<file path="config.mk">
export PLATFORM = sky130hd
export DESIGN_NAME = catmull_rom_adaptive_tessellator
export DESIGN_NICKNAME = d
export VERILOG_FILES = /design/src/sv/crat_pkg.sv /design/src/sv/crat_front.sv /design/src/sv/crat_queue.sv /design/src/sv/crat_back.sv /design/src/sv/catmull_rom_adaptive_tessellator.sv
export SDC_FILE = /design/constraint.sdc
export NUM_CORES = 2
export LEC_CHECK = 0
export BUFFER_PORTS_ARGS = -buffer_cell sky130_fd_sc_hd__clkbuf_2
export CAP_MARGIN = 0
export CORE_MARGIN = 10
export CORE_UTILIZATION = 47
export CTS_CLUSTER_DIAMETER = 50
export DETAILED_ROUTE_END_ITERATION = 10
export PLACE_DENSITY = 0.66
export REMOVE_ABC_BUFFERS = 1
export SETUP_SLACK_MARGIN = 0.05
export SLEW_MARGIN = 40
export SYNTH_ARGS = -nofsm -noshare
export SYNTH_HDL_FRONTEND = slang
export SYNTH_SLANG_ARGS = --single-unit
</file>
<file path="constraint.sdc">
create_clock -name clock -period 15.3 [get_ports clock]
set_clock_uncertainty 0.2 [all_clocks]
set_input_delay 3.06 -clock clock [delete_from_list [all_inputs] [get_ports clock]]
set_output_delay 3.06 -clock clock [all_outputs]
set_load 0.01 [all_outputs]
</file>
<file path="src/sv/crat_pkg.sv">
`timescale 1ns / 1ps
// ----------------------------------------------------------------------------
// crat_pkg
// shared constants and types of the adaptive catmull-rom tessellator
// ----------------------------------------------------------------------------
package crat_pkg;

   localparam int MAX_DEPTH_DEFAULT   = 6;
   localparam int COORD_WIDTH_DEFAULT = 16;

   localparam int CSR_WIDTH         = 34;
   localparam int CSR_INDEX_WIDTH   = 1;
   localparam int DEPTH_LIMIT_WIDTH = 3;
   localparam int THR_FRAC          = 28;
   localparam int QUEUE_DEPTH       = 2;

   localparam logic [CSR_WIDTH-1:0]         MAX_LEN_SQ_RESET  = 34'd2684355;
   localparam logic [DEPTH_LIMIT_WIDTH-1:0] DEPTH_LIMIT_RESET = 3'd6;

   typedef enum logic [CSR_INDEX_WIDTH-1:0] {
      CSR_MAX_LEN_SQ  = 1'b0,
      CSR_DEPTH_LIMIT = 1'b1
   } csr_index_type;

   typedef enum logic [4:0] {
      ST_IDLE   = 5'b00001,
      ST_EVAL   = 5'b00010,
      ST_CHORD  = 5'b00100,
      ST_DECIDE = 5'b01000,
      ST_EMIT   = 5'b10000
   } back_state_type;

endpackage

</file>
<file path="src/sv/crat_front.sv">
`timescale 1ns / 1ps
// ----------------------------------------------------------------------------
// crat_front
// control point window and per-segment polynomial coefficients
// ----------------------------------------------------------------------------
module crat_front #(
   parameter int CoordWidth = crat_pkg::COORD_WIDTH_DEFAULT
) (
   input  logic                         clock,
   input  logic                         reset,
   input  logic                         req_valid,
   output logic                         req_ready,
   input  logic signed [CoordWidth-1:0] req_point_x,
   input  logic signed [CoordWidth-1:0] req_point_y,
   input  logic signed [CoordWidth-1:0] req_point_z,
   input  logic                         req_new_curve,
   output logic                         job_valid,
   input  logic                         job_ready,
   output logic [12*(CoordWidth+4)-1:0] job_data
);

   localparam int CfW = CoordWidth + 4;

   logic [1:0] count_ff, count_in, count_eff;
   logic signed [CoordWidth-1:0] win_ff [3][3];
   logic signed [CoordWidth-1:0] pt [3];
   logic full, accept;

   assign pt[0] = req_point_x;
   assign pt[1] = req_point_y;
   assign pt[2] = req_point_z;

   assign count_eff = req_new_curve ? 2'd0 : count_ff;
   assign full      = (count_eff == 2'd3);
   assign req_ready = !full || job_ready;
   assign job_valid = req_valid && full;
   assign accept    = req_valid && req_ready;

   always_comb begin
      count_in = count_ff;
      if (accept && !full) begin
         count_in = count_eff + 2'd1;
      end else if (accept) begin
         count_in = count_eff;
      end
   end

   always_ff @(posedge clock) begin
      if (reset) begin
         count_ff <= 2'd0;
      end else begin
         count_ff <= count_in;
      end
   end

   always_ff @(posedge clock) begin
      if (accept) begin
         for (int a = 0; a < 3; a++) begin
            if (full) begin
               win_ff[0][a] <= win_ff[1][a];
               win_ff[1][a] <= win_ff[2][a];
               win_ff[2][a] <= pt[a];
            end else begin
               win_ff[count_eff][a] <= pt[a];
            end
         end
      end
   end

   // a3 = -p1+3p2-3p3+p4, a2 = 2p1-5p2+4p3-p4, a1 = p3-p1, a0 = 2p2
   always_comb begin
      logic signed [CfW-1:0] e1, e2, e3, e4;
      job_data = '0;
      for (int a = 0; a < 3; a++) begin
         e1 = CfW'(win_ff[0][a]);
         e2 = CfW'(win_ff[1][a]);
         e3 = CfW'(win_ff[2][a]);
         e4 = CfW'(pt[a]);
         job_data[(a*4+3)*CfW +: CfW] = CfW'(-e1 + 3*e2 - 3*e3 + e4);
         job_data[(a*4+2)*CfW +: CfW] = CfW'(2*e1 - 5*e2 + 4*e3 - e4);
         job_data[(a*4+1)*CfW +: CfW] = e3 - e1;
         job_data[(a*4+0)*CfW +: CfW] = CfW'(2*e2);
      end
   end

endmodule

</file>
<file path="src/sv/crat_queue.sv">
`timescale 1ns / 1ps
// ----------------------------------------------------------------------------
// crat_queue
// short job queue between front and back
// ----------------------------------------------------------------------------
module crat_queue #(
   parameter int DataWidth = 1
) (
   input  logic                 clock,
   input  logic                 reset,
   input  logic                 in_valid,
   output logic                 in_ready,
   input  logic [DataWidth-1:0] in_data,
   output logic                 out_valid,
   input  logic                 out_ready,
   output logic [DataWidth-1:0] out_data
);

   localparam int Depth = crat_pkg::QUEUE_DEPTH;
   localparam int PW    = (Depth > 1) ? $clog2(Depth) : 1;
   localparam int CW    = $clog2(Depth + 1);

   logic [DataWidth-1:0] mem_ff [Depth];
   logic [PW-1:0] wr_ptr_ff, rd_ptr_ff;
   logic [CW-1:0] count_ff;
   logic push, pop;

   assign in_ready  = (count_ff != CW'(Depth));
   assign out_valid = (count_ff != '0);
   assign out_data  = mem_ff[rd_ptr_ff];
   assign push      = in_valid && in_ready;
   assign pop       = out_valid && out_ready;

   always_ff @(posedge clock) begin
      if (reset) begin
         wr_ptr_ff <= '0;
         rd_ptr_ff <= '0;
         count_ff  <= '0;
      end else begin
         if (push) begin
            wr_ptr_ff <= (wr_ptr_ff == PW'(Depth - 1)) ? '0 : wr_ptr_ff + PW'(1);
         end
         if (pop) begin
            rd_ptr_ff <= (rd_ptr_ff == PW'(Depth - 1)) ? '0 : rd_ptr_ff + PW'(1);
         end
         if (push && !pop) begin
            count_ff <= count_ff + CW'(1);
         end else if (pop && !push) begin
            count_ff <= count_ff - CW'(1);
         end
      end
   end

   always_ff @(posedge clock) begin
      if (push) begin
         mem_ff[wr_ptr_ff] <= in_data;
      end
   end

endmodule

</file>
<file path="src/sv/crat_back.sv">
`timescale 1ns / 1ps
// ----------------------------------------------------------------------------
// crat_back
// depth-first subdivision engine on one shared multiplier
// ----------------------------------------------------------------------------
module crat_back #(
   parameter int MaxDepth   = crat_pkg::MAX_DEPTH_DEFAULT,
   parameter int CoordWidth = crat_pkg::COORD_WIDTH_DEFAULT
) (
   input  logic                                      clock,
   input  logic                                      reset,
   input  logic                                      job_valid,
   output logic                                      job_ready,
   input  logic [12*(CoordWidth+4)-1:0]              job_data,
   input  logic [crat_pkg::CSR_WIDTH-1:0]            max_len_sq,
   input  logic [crat_pkg::DEPTH_LIMIT_WIDTH-1:0]    depth_limit,
   output logic                                      rsp_valid,
   input  logic                                      rsp_ready,
   output logic signed [CoordWidth-1:0]              rsp_start_x,
   output logic signed [CoordWidth-1:0]              rsp_start_y,
   output logic signed [CoordWidth-1:0]              rsp_start_z,
   output logic signed [CoordWidth-1:0]              rsp_end_x,
   output logic signed [CoordWidth-1:0]              rsp_end_y,
   output logic signed [CoordWidth-1:0]              rsp_end_z,
   output logic                                      rsp_depth_capped,
   output logic                                      rsp_run_last
);

   localparam int W      = CoordWidth;
   localparam int CfW    = W + 4;
   localparam int NW0    = W + 6 + 3*MaxDepth;
   localparam int NW     = (NW0 > 2*W + 2) ? NW0 : 2*W + 2;
   localparam int KB     = (W + 1 > MaxDepth + 2) ? W + 1 : MaxDepth + 2;
   localparam int KW     = MaxDepth + 1;
   localparam int LW     = $clog2(MaxDepth + 1);
   localparam int SUMW   = 2*W + 3;
   localparam int SQF    = 2*(W - 2);
   localparam int SHS    = (SQF < crat_pkg::THR_FRAC) ? crat_pkg::THR_FRAC - SQF : 0;
   localparam int SHT    = (SQF >= crat_pkg::THR_FRAC) ? SQF - crat_pkg::THR_FRAC : 0;
   localparam int CMPA   = SUMW + SHS;
   localparam int CMPB   = crat_pkg::CSR_WIDTH + SHT;
   localparam int CMPW   = (CMPA > CMPB) ? CMPA : CMPB;
   localparam logic [KW-1:0] FULL = KW'(1) << MaxDepth;
   localparam logic signed [NW-1:0] CMAX_N = NW'((2**(W-1)) - 1);
   localparam logic signed [NW-1:0] CMIN_N = -CMAX_N - NW'(1);

   crat_pkg::back_state_type state_ff, state_in;

   logic signed [CfW-1:0] coef_ff [12];
   logic [KW-1:0] pos_ff, pos_in;
   logic [LW-1:0] lvl_ff, lvl_in;
   logic [1:0] axis_ff, axis_in, step_ff, step_in;
   logic which_ff, which_in;
   logic signed [NW-1:0] acc_ff, acc_in;
   logic signed [W-1:0] spt_ff [3];
   logic signed [W-1:0] ept_ff [3];
   logic [SUMW-1:0] sum_ff, sum_in;
   logic lng_ff, lng_in;
   logic rsp_valid_ff, rsp_valid_in;
   logic signed [W-1:0] os_ff [3];
   logic signed [W-1:0] oe_ff [3];
   logic capped_ff, last_ff;

   logic [LW-1:0] lim;
   logic [KW-1:0] w, k, npos;
   logic signed [NW-1:0] m_a;
   logic signed [KB-1:0] m_b;
   logic signed [NW+KB-1:0] prod;
   logic signed [NW-1:0] rnd, rsh, rsat;
   logic signed [W:0] d;
   logic signed [CfW-1:0] cf3, cf2, cf1, cf0;
   logic [CMPW-1:0] lhs, rhs;
   logic too_long, out_free, do_emit, last_leaf;
   logic [LW-1:0] nlvl;
   logic [KW-1:0] tmp;

   assign job_ready = (state_ff == crat_pkg::ST_IDLE);
   assign lim = (depth_limit > crat_pkg::DEPTH_LIMIT_WIDTH'(MaxDepth)) ? LW'(MaxDepth)
                                                                      : depth_limit[LW-1:0];
   assign w         = KW'(1) << (MaxDepth - int'(lvl_ff));
   assign npos      = pos_ff + w;
   assign k         = which_ff ? npos : pos_ff;
   assign last_leaf = (npos >= FULL);

   assign cf3 = coef_ff[{axis_ff, 2'd3}];
   assign cf2 = coef_ff[{axis_ff, 2'd2}];
   assign cf1 = coef_ff[{axis_ff, 2'd1}];
   assign cf0 = coef_ff[{axis_ff, 2'd0}];

   assign d = (W+1)'(ept_ff[axis_ff]) - (W+1)'(spt_ff[axis_ff]);

   // shared multiplier: horner steps of the cubic or one chord square
   always_comb begin
      if (state_ff == crat_pkg::ST_CHORD) begin
         m_a = NW'(d);
         m_b = KB'(d);
      end else begin
         m_a = (step_ff == 2'd0) ? NW'(cf3) : acc_ff;
         m_b = KB'({1'b0, k});
      end
   end
   assign prod = m_a * m_b;

   // round half up, then saturate
   assign rnd = acc_ff + (NW'(1) <<< (3*MaxDepth));
   assign rsh = rnd >>> (3*MaxDepth + 1);
   assign rsat = (rsh > CMAX_N) ? CMAX_N : ((rsh < CMIN_N) ? CMIN_N : rsh);

   assign lhs = CMPW'(sum_ff) << SHS;
   assign rhs = CMPW'(max_len_sq) << SHT;
   assign too_long = (lhs > rhs);

   assign out_free = !rsp_valid_ff || rsp_ready;
   assign do_emit  = (state_ff == crat_pkg::ST_EMIT) && out_free;

   // climb back up while the new position is a left edge
   always_comb begin
      nlvl = lvl_ff;
      for (int i = 0; i < MaxDepth; i++) begin
         tmp = npos >> (MaxDepth - int'(nlvl));
         if (nlvl != '0 && !tmp[0]) begin
            nlvl = nlvl - LW'(1);
         end
      end
   end

   always_comb begin
      state_in     = state_ff;
      pos_in       = pos_ff;
      lvl_in       = lvl_ff;
      axis_in      = axis_ff;
      step_in      = step_ff;
      which_in     = which_ff;
      acc_in       = acc_ff;
      sum_in       = sum_ff;
      lng_in       = lng_ff;
      rsp_valid_in = rsp_valid_ff && !rsp_ready;
      unique case (state_ff)
         crat_pkg::ST_IDLE: begin
            if (job_valid) begin
               state_in = crat_pkg::ST_EVAL;
               pos_in   = '0;
               lvl_in   = '0;
               axis_in  = 2'd0;
               step_in  = 2'd0;
               which_in = 1'b0;
            end
         end
         crat_pkg::ST_EVAL: begin
            step_in = step_ff + 2'd1;
            unique case (step_ff)
               2'd0: acc_in = prod[NW-1:0] + (NW'(cf2) <<< MaxDepth);
               2'd1: acc_in = prod[NW-1:0] + (NW'(cf1) <<< (2*MaxDepth));
               2'd2: acc_in = prod[NW-1:0] + (NW'(cf0) <<< (3*MaxDepth));
               default: begin
                  step_in = 2'd0;
                  if (axis_ff == 2'd2) begin
                     axis_in = 2'd0;
                     if (which_ff) begin
                        state_in = crat_pkg::ST_CHORD;
                     end else begin
                        which_in = 1'b1;
                     end
                  end else begin
                     axis_in = axis_ff + 2'd1;
                  end
               end
            endcase
         end
         crat_pkg::ST_CHORD: begin
            sum_in = ((axis_ff == 2'd0) ? '0 : sum_ff) + prod[SUMW-1:0];
            if (axis_ff == 2'd2) begin
               axis_in  = 2'd0;
               state_in = crat_pkg::ST_DECIDE;
            end else begin
               axis_in = axis_ff + 2'd1;
            end
         end
         crat_pkg::ST_DECIDE: begin
            lng_in   = too_long;
            which_in = 1'b0;
            if (too_long && lvl_ff < lim) begin
               lvl_in   = lvl_ff + LW'(1);
               state_in = crat_pkg::ST_EVAL;
            end else begin
               state_in = crat_pkg::ST_EMIT;
            end
         end
         crat_pkg::ST_EMIT: begin
            if (out_free) begin
               rsp_valid_in = 1'b1;
               pos_in       = npos;
               lvl_in       = nlvl;
               state_in     = last_leaf ? crat_pkg::ST_IDLE : crat_pkg::ST_EVAL;
            end
         end
         default: state_in = crat_pkg::ST_IDLE;
      endcase
   end

   always_ff @(posedge clock) begin
      if (reset) begin
         state_ff     <= crat_pkg::ST_IDLE;
         pos_ff       <= '0;
         lvl_ff       <= '0;
         axis_ff      <= 2'd0;
         step_ff      <= 2'd0;
         which_ff     <= 1'b0;
         rsp_valid_ff <= 1'b0;
      end else begin
         state_ff     <= state_in;
         pos_ff       <= pos_in;
         lvl_ff       <= lvl_in;
         axis_ff      <= axis_in;
         step_ff      <= step_in;
         which_ff     <= which_in;
         rsp_valid_ff <= rsp_valid_in;
      end
   end

   always_ff @(posedge clock) begin
      acc_ff <= acc_in;
      sum_ff <= sum_in;
      lng_ff <= lng_in;
      if (job_valid && job_ready) begin
         for (int i = 0; i < 12; i++) begin
            coef_ff[i] <= job_data[i*CfW +: CfW];
         end
      end
      if (state_ff == crat_pkg::ST_EVAL && step_ff == 2'd3) begin
         if (which_ff) begin
            ept_ff[axis_ff] <= rsat[W-1:0];
         end else begin
            spt_ff[axis_ff] <= rsat[W-1:0];
         end
      end
      if (do_emit) begin
         os_ff     <= spt_ff;
         oe_ff     <= ept_ff;
         capped_ff <= lng_ff;
         last_ff   <= last_leaf;
      end
   end

   assign rsp_valid        = rsp_valid_ff;
   assign rsp_start_x      = os_ff[0];
   assign rsp_start_y      = os_ff[1];
   assign rsp_start_z      = os_ff[2];
   assign rsp_end_x        = oe_ff[0];
   assign rsp_end_y        = oe_ff[1];
   assign rsp_end_z        = oe_ff[2];
   assign rsp_depth_capped = capped_ff;
   assign rsp_run_last     = last_ff;

endmodule

</file>
<file path="src/sv/catmull_rom_adaptive_tessellator.sv">
`timescale 1ns / 1ps
// ----------------------------------------------------------------------------
// catmull_rom_adaptive_tessellator
// adaptive catmull-rom subdivision of a stream of 3-d control points
// ----------------------------------------------------------------------------
// usage
//  - req_ channel: one control point per transfer; req_new_curve empties the
//    point window before the point is taken
//  - rsp_ channel: line segments with both end points; rsp_run_last marks the
//    final segment caused by one point, rsp_depth_capped a segment emitted at
//    the depth limit while still longer than the threshold
//  - csr_ port: write-only, max_len_sq (index 0) and depth_limit (index 1)
// timing
//  - a point that only fills the window gives no result
//  - a point closing a segment: each visited interval runs on the single shared
//    multiplier (horner steps for both end points on each of the three axes,
//    the chord squares, a compare), and each emitted leaf passes the emit state
//  - a two-entry job queue lets the front keep taking window points while the
//    back end works
// reset: window empty, engine idle, registers back to their defaults
// a stalled receiver holds the output register; the engine then waits
// ----------------------------------------------------------------------------
module catmull_rom_adaptive_tessellator #(
   parameter int MaxDepth   = crat_pkg::MAX_DEPTH_DEFAULT,
   parameter int CoordWidth = crat_pkg::COORD_WIDTH_DEFAULT
) (
   input  logic                                  clock,
   input  logic                                  reset,
   input  logic                                  req_valid,
   output logic                                  req_ready,
   input  logic signed [CoordWidth-1:0]          req_point_x,
   input  logic signed [CoordWidth-1:0]          req_point_y,
   input  logic signed [CoordWidth-1:0]          req_point_z,
   input  logic                                  req_new_curve,
   output logic                                  rsp_valid,
   input  logic                                  rsp_ready,
   output logic signed [CoordWidth-1:0]          rsp_start_x,
   output logic signed [CoordWidth-1:0]          rsp_start_y,
   output logic signed [CoordWidth-1:0]          rsp_start_z,
   output logic signed [CoordWidth-1:0]          rsp_end_x,
   output logic signed [CoordWidth-1:0]          rsp_end_y,
   output logic signed [CoordWidth-1:0]          rsp_end_z,
   output logic                                  rsp_depth_capped,
   output logic                                  rsp_run_last,
   input  logic                                  csr_we,
   input  logic [crat_pkg::CSR_INDEX_WIDTH-1:0]  csr_index,
   input  logic [crat_pkg::CSR_WIDTH-1:0]        csr_wdata
);

   // four coefficients per axis, three axes
   localparam int JobWidth = 12 * (CoordWidth + 4);

   logic [crat_pkg::CSR_WIDTH-1:0]         max_len_sq_ff;
   logic [crat_pkg::DEPTH_LIMIT_WIDTH-1:0] depth_limit_ff;

   logic                job_valid, job_ready;
   logic [JobWidth-1:0] job_data;
   logic                eng_valid, eng_ready;
   logic [JobWidth-1:0] eng_data;

   // configuration registers, to be written only while idle; the block does not enforce this
   always_ff @(posedge clock) begin
      if (reset) begin
         max_len_sq_ff  <= crat_pkg::MAX_LEN_SQ_RESET;
         depth_limit_ff <= crat_pkg::DEPTH_LIMIT_RESET;
      end else if (csr_we) begin
         unique case (crat_pkg::csr_index_type'(csr_index))
            crat_pkg::CSR_MAX_LEN_SQ:  max_len_sq_ff  <= csr_wdata;
            crat_pkg::CSR_DEPTH_LIMIT:
               depth_limit_ff <= csr_wdata[crat_pkg::DEPTH_LIMIT_WIDTH-1:0];
            default: ;
         endcase
      end
   end

   // front: window and coefficients
   crat_front #(
      .CoordWidth (CoordWidth)
   ) u_front (
      .clock         (clock),
      .reset         (reset),
      .req_valid     (req_valid),
      .req_ready     (req_ready),
      .req_point_x   (req_point_x),
      .req_point_y   (req_point_y),
      .req_point_z   (req_point_z),
      .req_new_curve (req_new_curve),
      .job_valid     (job_valid),
      .job_ready     (job_ready),
      .job_data      (job_data)
   );

   // queue decoupling front and back
   crat_queue #(
      .DataWidth (JobWidth)
   ) u_queue (
      .clock     (clock),
      .reset     (reset),
      .in_valid  (job_valid),
      .in_ready  (job_ready),
      .in_data   (job_data),
      .out_valid (eng_valid),
      .out_ready (eng_ready),
      .out_data  (eng_data)
   );

   // back: subdivision and output register
   crat_back #(
      .MaxDepth   (MaxDepth),
      .CoordWidth (CoordWidth)
   ) u_back (
      .clock            (clock),
      .reset            (reset),
      .job_valid        (eng_valid),
      .job_ready        (eng_ready),
      .job_data         (eng_data),
      .max_len_sq       (max_len_sq_ff),
      .depth_limit      (depth_limit_ff),
      .rsp_valid        (rsp_valid),
      .rsp_ready        (rsp_ready),
      .rsp_start_x      (rsp_start_x),
      .rsp_start_y      (rsp_start_y),
      .rsp_start_z      (rsp_start_z),
      .rsp_end_x        (rsp_end_x),
      .rsp_end_y        (rsp_end_y),
      .rsp_end_z        (rsp_end_z),
      .rsp_depth_capped (rsp_depth_capped),
      .rsp_run_last     (rsp_run_last)
   );

`ifndef SYNTH
   // a point transfer that closes a segment always finds room in the queue
   a_job_room: assert property (@(posedge clock) disable iff (reset)
      (req_valid && req_ready && job_valid) |-> job_ready)
      else $error("segment job taken without queue room");

   // no result straight after reset
   a_reset_quiet: assert property (@(posedge clock) disable iff (reset)
      $past(reset) |-> !rsp_valid)
      else $error("result valid right after reset");

   // a point that only fills the window never enqueues a job
   a_fill_no_job: assert property (@(posedge clock) disable iff (reset)
      (req_valid && req_ready && !job_valid) |=> !$rose(eng_valid) || $past(job_valid))
      else $error("queue filled by a window-only point");
`endif

endmodule

</file>
==> qor.yml <==
floorplan:
  die_area_um2: 197000
  die_x_um: 444
  start_util: 0.473
  fp.coreArea_um2: 179000
  io_pins: 189
  die_height_um: 444
  rows: 155
clocking:
  cts_tree: "built"
  cts_root_buffer: "clkbuf_16"
  cts.clk_slew.worst_paths_ns: 0.06
  htree_levels: 4
  clk_latency_ns: 0.79
  clkSinkCount: 1138
  numCtsBuffers: 146
  clock_path_buffers: 3
final_layout:
  area_growth_pct: 10.7
  fin_area_um2: 93600
  drive_gt1_frac: 0.117
  final_util: 0.524
  final_common_cell: "edfxtp_1"
  final_cell_mix: "1071 x edfxtp_1, 1050 x inv_1, 749 x ha_1"
  nets: 9133
  fillers: 15400
hold_path:
  hold_path_class: "reg2reg"
  min-delay-start: "u_back.lng_ff$_DFFE_PP_"
timing:
  period_share: 0.910
  grt_setup_unrepaired: "false"
  finalSetupViolCount: 0
  layout_setup_ws_ns: 1.37
  period_needed_ns: 13.93
  worst_pin_slew_ns: 0.929
  fmax_mhz: 71.8
  slew_violations: 0
  setup_tns_ns: 0
  slew_headroom: 0.381
  hold_viol: 0
place:
  dp.final_hpwl_mm: 165
  portBuffers: 188
  place.gp.congestion: 0.928
  placed_cell_area_um2: 88400
  place_ws_ns: 0.668
synthesis:
  yosysWarnings: 0
  ys_seq_elements: 1138
  async_reset_ff_frac: 0
  yosysUniqueCellTypes: 114
  synth_edf_count: 1071
  synthCells: 7362
  syn_area_um2: 84500
  avgSynthCellArea_um2: 11.5
  ys_seq_area_frac: 0.396
  synth_flop_cell: "edfxtp_1"
critical_path:
  cp_slowest_stage_delay_ns: 0.55
  worstSetupPathType: "reg2reg"
  arrival_ns: 14.24
  cp-start-kind: "flop"
  cp_max_fo: 91
  cpMostUsedCell: "a21oi_1"
  crit_path_start: "u_back.axis_ff[0]$_SDFFE_PP0P_"
  reg2reg_from: "u_back.axis_ff[0]$_SDFFE_PP0P_"
  worst_ep_required_time_ns: 15.61
  slowest_stage: "fa_1"
  cp-end-kind: "flop"
routing:
  vias: 54800
  viasPerCell: 5.45
  drc: 0
  drt_iter0_markers: 3184
  firstDrtPassIters: 6
  ant_nets: 0
  wl_mm: 211
  routed_wire_length_per_instance_um: 20.9
grt:
  track_usage: 0.214
  overflow: 0
  antenna_found_initial: 21
  grt_pass1_vias: 58800
  grt_max_degree: 136
  grt_pass1_wl_mm: 331
pwr:
  vdd_drop_max_uv: 313
  power_density_nw_per_um2: 134
  total_power_uw: 12500
  p_leak_uw: 0.0390
run_status:
  outcome: "complete, no violations"
run:
  max_cap_violations: 0
==> stage by stage <==
| step | hold slack, ns | std cells |
|---|---|---|
| 2_1_floorplan | 0.200 | 7147 |
| 3_3_place_gp | 0.202 | 9774 |
| 3_5_place_dp | 0.221 | 9779 |
| 4_1_cts | 0.233 | 10000 |
| 5_1_grt | 0.239 | 10100 |
| 6_report | 0.236 | 10100 |
==> cell type report <==
type / instances / area (um2) / share of cell area
antenna: 7 / 17.5 / 0.000187
clock buffer: 162 / 3790 / 0.0405
clock inverter: 106 / 1240 / 0.0133
inverter: 1056 / 3980 / 0.0425
multi-input combinational: 4953 / 46300 / 0.495
sequential: 1138 / 33500 / 0.358
tap: 2355 / 2950 / 0.0315
timing repair buffer: 286 / 1810 / 0.0193
==> cells in the mapped netlist, types with 19 or more instances <==
| cell | n | area, um2 |
|---|---|---|
| edfxtp_1 | 1071 | 32200 |
| and2_1 | 33 | 206 |
| nand3_1 | 128 | 641 |
| mux2_2 | 240 | 2700 |
| o21bai_1 | 94 | 706 |
| or2_2 | 23 | 144 |
| clkbuf_1 | 191 | 717 |
| o21ai_0 | 334 | 1670 |
| a211oi_1 | 20 | 150 |
| mux2i_1 | 132 | 1320 |
| xor2_1 | 143 | 1250 |
| a21o_1 | 124 | 931 |
| or3_1 | 25 | 156 |
| o21ai_1 | 19 | 95.1 |
| a221oi_1 | 30 | 263 |
| nor2b_1 | 82 | 513 |
| ha_1 | 750 | 9380 |
| inv_1 | 1052 | 3950 |
| xnor2_1 | 293 | 2570 |
| buf_1 | 20 | 75.1 |
| nand2b_1 | 55 | 344 |
| and3_1 | 34 | 213 |
| dfxtp_1 | 67 | 1340 |
| nand2_1 | 451 | 1690 |
| a22o_1 | 64 | 561 |
| nor3_1 | 58 | 290 |
| a211o_1 | 19 | 166 |
| fa_1 | 713 | 14300 |
| a21oi_1 | 386 | 1930 |
| o21a_1 | 23 | 173 |
| nor2_1 | 444 | 1670 |
==> timing repair <==
item                                    in CTS  in global routing
endpoints found under the setup margin       0                  6
hold buffers                                 0                  0
endpoints found under the hold margin        0                  0
buffers inserted                             0                  8
gates resized for setup                      0                 18
==> sequential cells by signal, summed over array words and instances (netlist names), 3 cells and up, named ones only <==
register            count
u_queue.mem_ff        438
u_back.lhs             35
u_back.rsp_start_z     16
u_back.rsp_end_x       16
u_back.spt_ff          48
u_back.state_ff         5
u_back.rsp_end_y       16
depth_limit_ff          3
u_back.rsp_start_x     16
u_back.rsp_end_z       16
u_back.rsp_start_y     16
u_back.pos_ff           7
u_back.coef_ff        219
u_back.acc_ff          40
u_back.lvl_ff           3
max_len_sq_ff          34
u_front.win_ff        144
u_back.ept_ff          48
==> power by group <==
group / switching [uW] / internal (uW) / leakage [uW]
logic: 3110 / 1880 / 0.0263
registers: 80.0 / 3920 / 0.0102
clock network: 1430 / 2080 / 0.00243
==> worst paths after layout <==
kind / to / slack [ns] / depth (start not counted)
setup / recovery: u_back.acc_ff[39]$_DFFE_PP_ / 1.37 / 58
hold / removal: u_back.rsp_depth_capped$_DFFE_PP_ / 0.24 / 0
setup reg to reg: u_back.acc_ff[39]$_DFFE_PP_ / 1.37 / 58
hold reg to reg: u_back.rsp_depth_capped$_DFFE_PP_ / 0.24 / 0
==> cell families (layout without fill, tap and decap cells) <==
| kind of cell | count (synthesis) | count (layout) | share of synthesized area |
|---|---|---|---|
| muxes | 373 | 373 | 0.0478 |
| AOI/OAI and AO/OA | 1258 | 1258 | 0.0942 |
| and+or+nand+nor | 1408 | 1408 | 0.0765 |
| other | 2 | 16 | 0.0000889 |
| buffers and inverters | 1278 | 1610 | 0.0585 |
| adders and majority gates | 1463 | 1463 | 0.280 |
| xor gates and xnor gates | 442 | 442 | 0.0466 |
| DFF | 1138 | 1138 | 0.396 |
==> critical path, delay by kind of cell (launching register included) <==
kind,cells,cell delay (ns)
AO/OA/AOI/OAI,33,6.11
adder cells (fa/ha/maj),10,4.38
AND/OR/NAND/NOR,6,1.06
buffers and inverters,5,0.73
XOR/XNOR,3,0.64
flip-flops,1,0.41
multiplexers,1,0.09
==> routing by layer <==
layer | GRT usage | vias up | part of all wire
met2 | 0.371 | 1295 | 0.50
met4 | 0.0806 | 6 | 0.040
li1 | - | 25700 | -
met5 | 0 | - | 0.00017
met3 | 0.0330 | 408 | 0.047
met1 | 0.268 | 27400 | 0.42
Note: power is estimated with default switching activity, not from simulation.
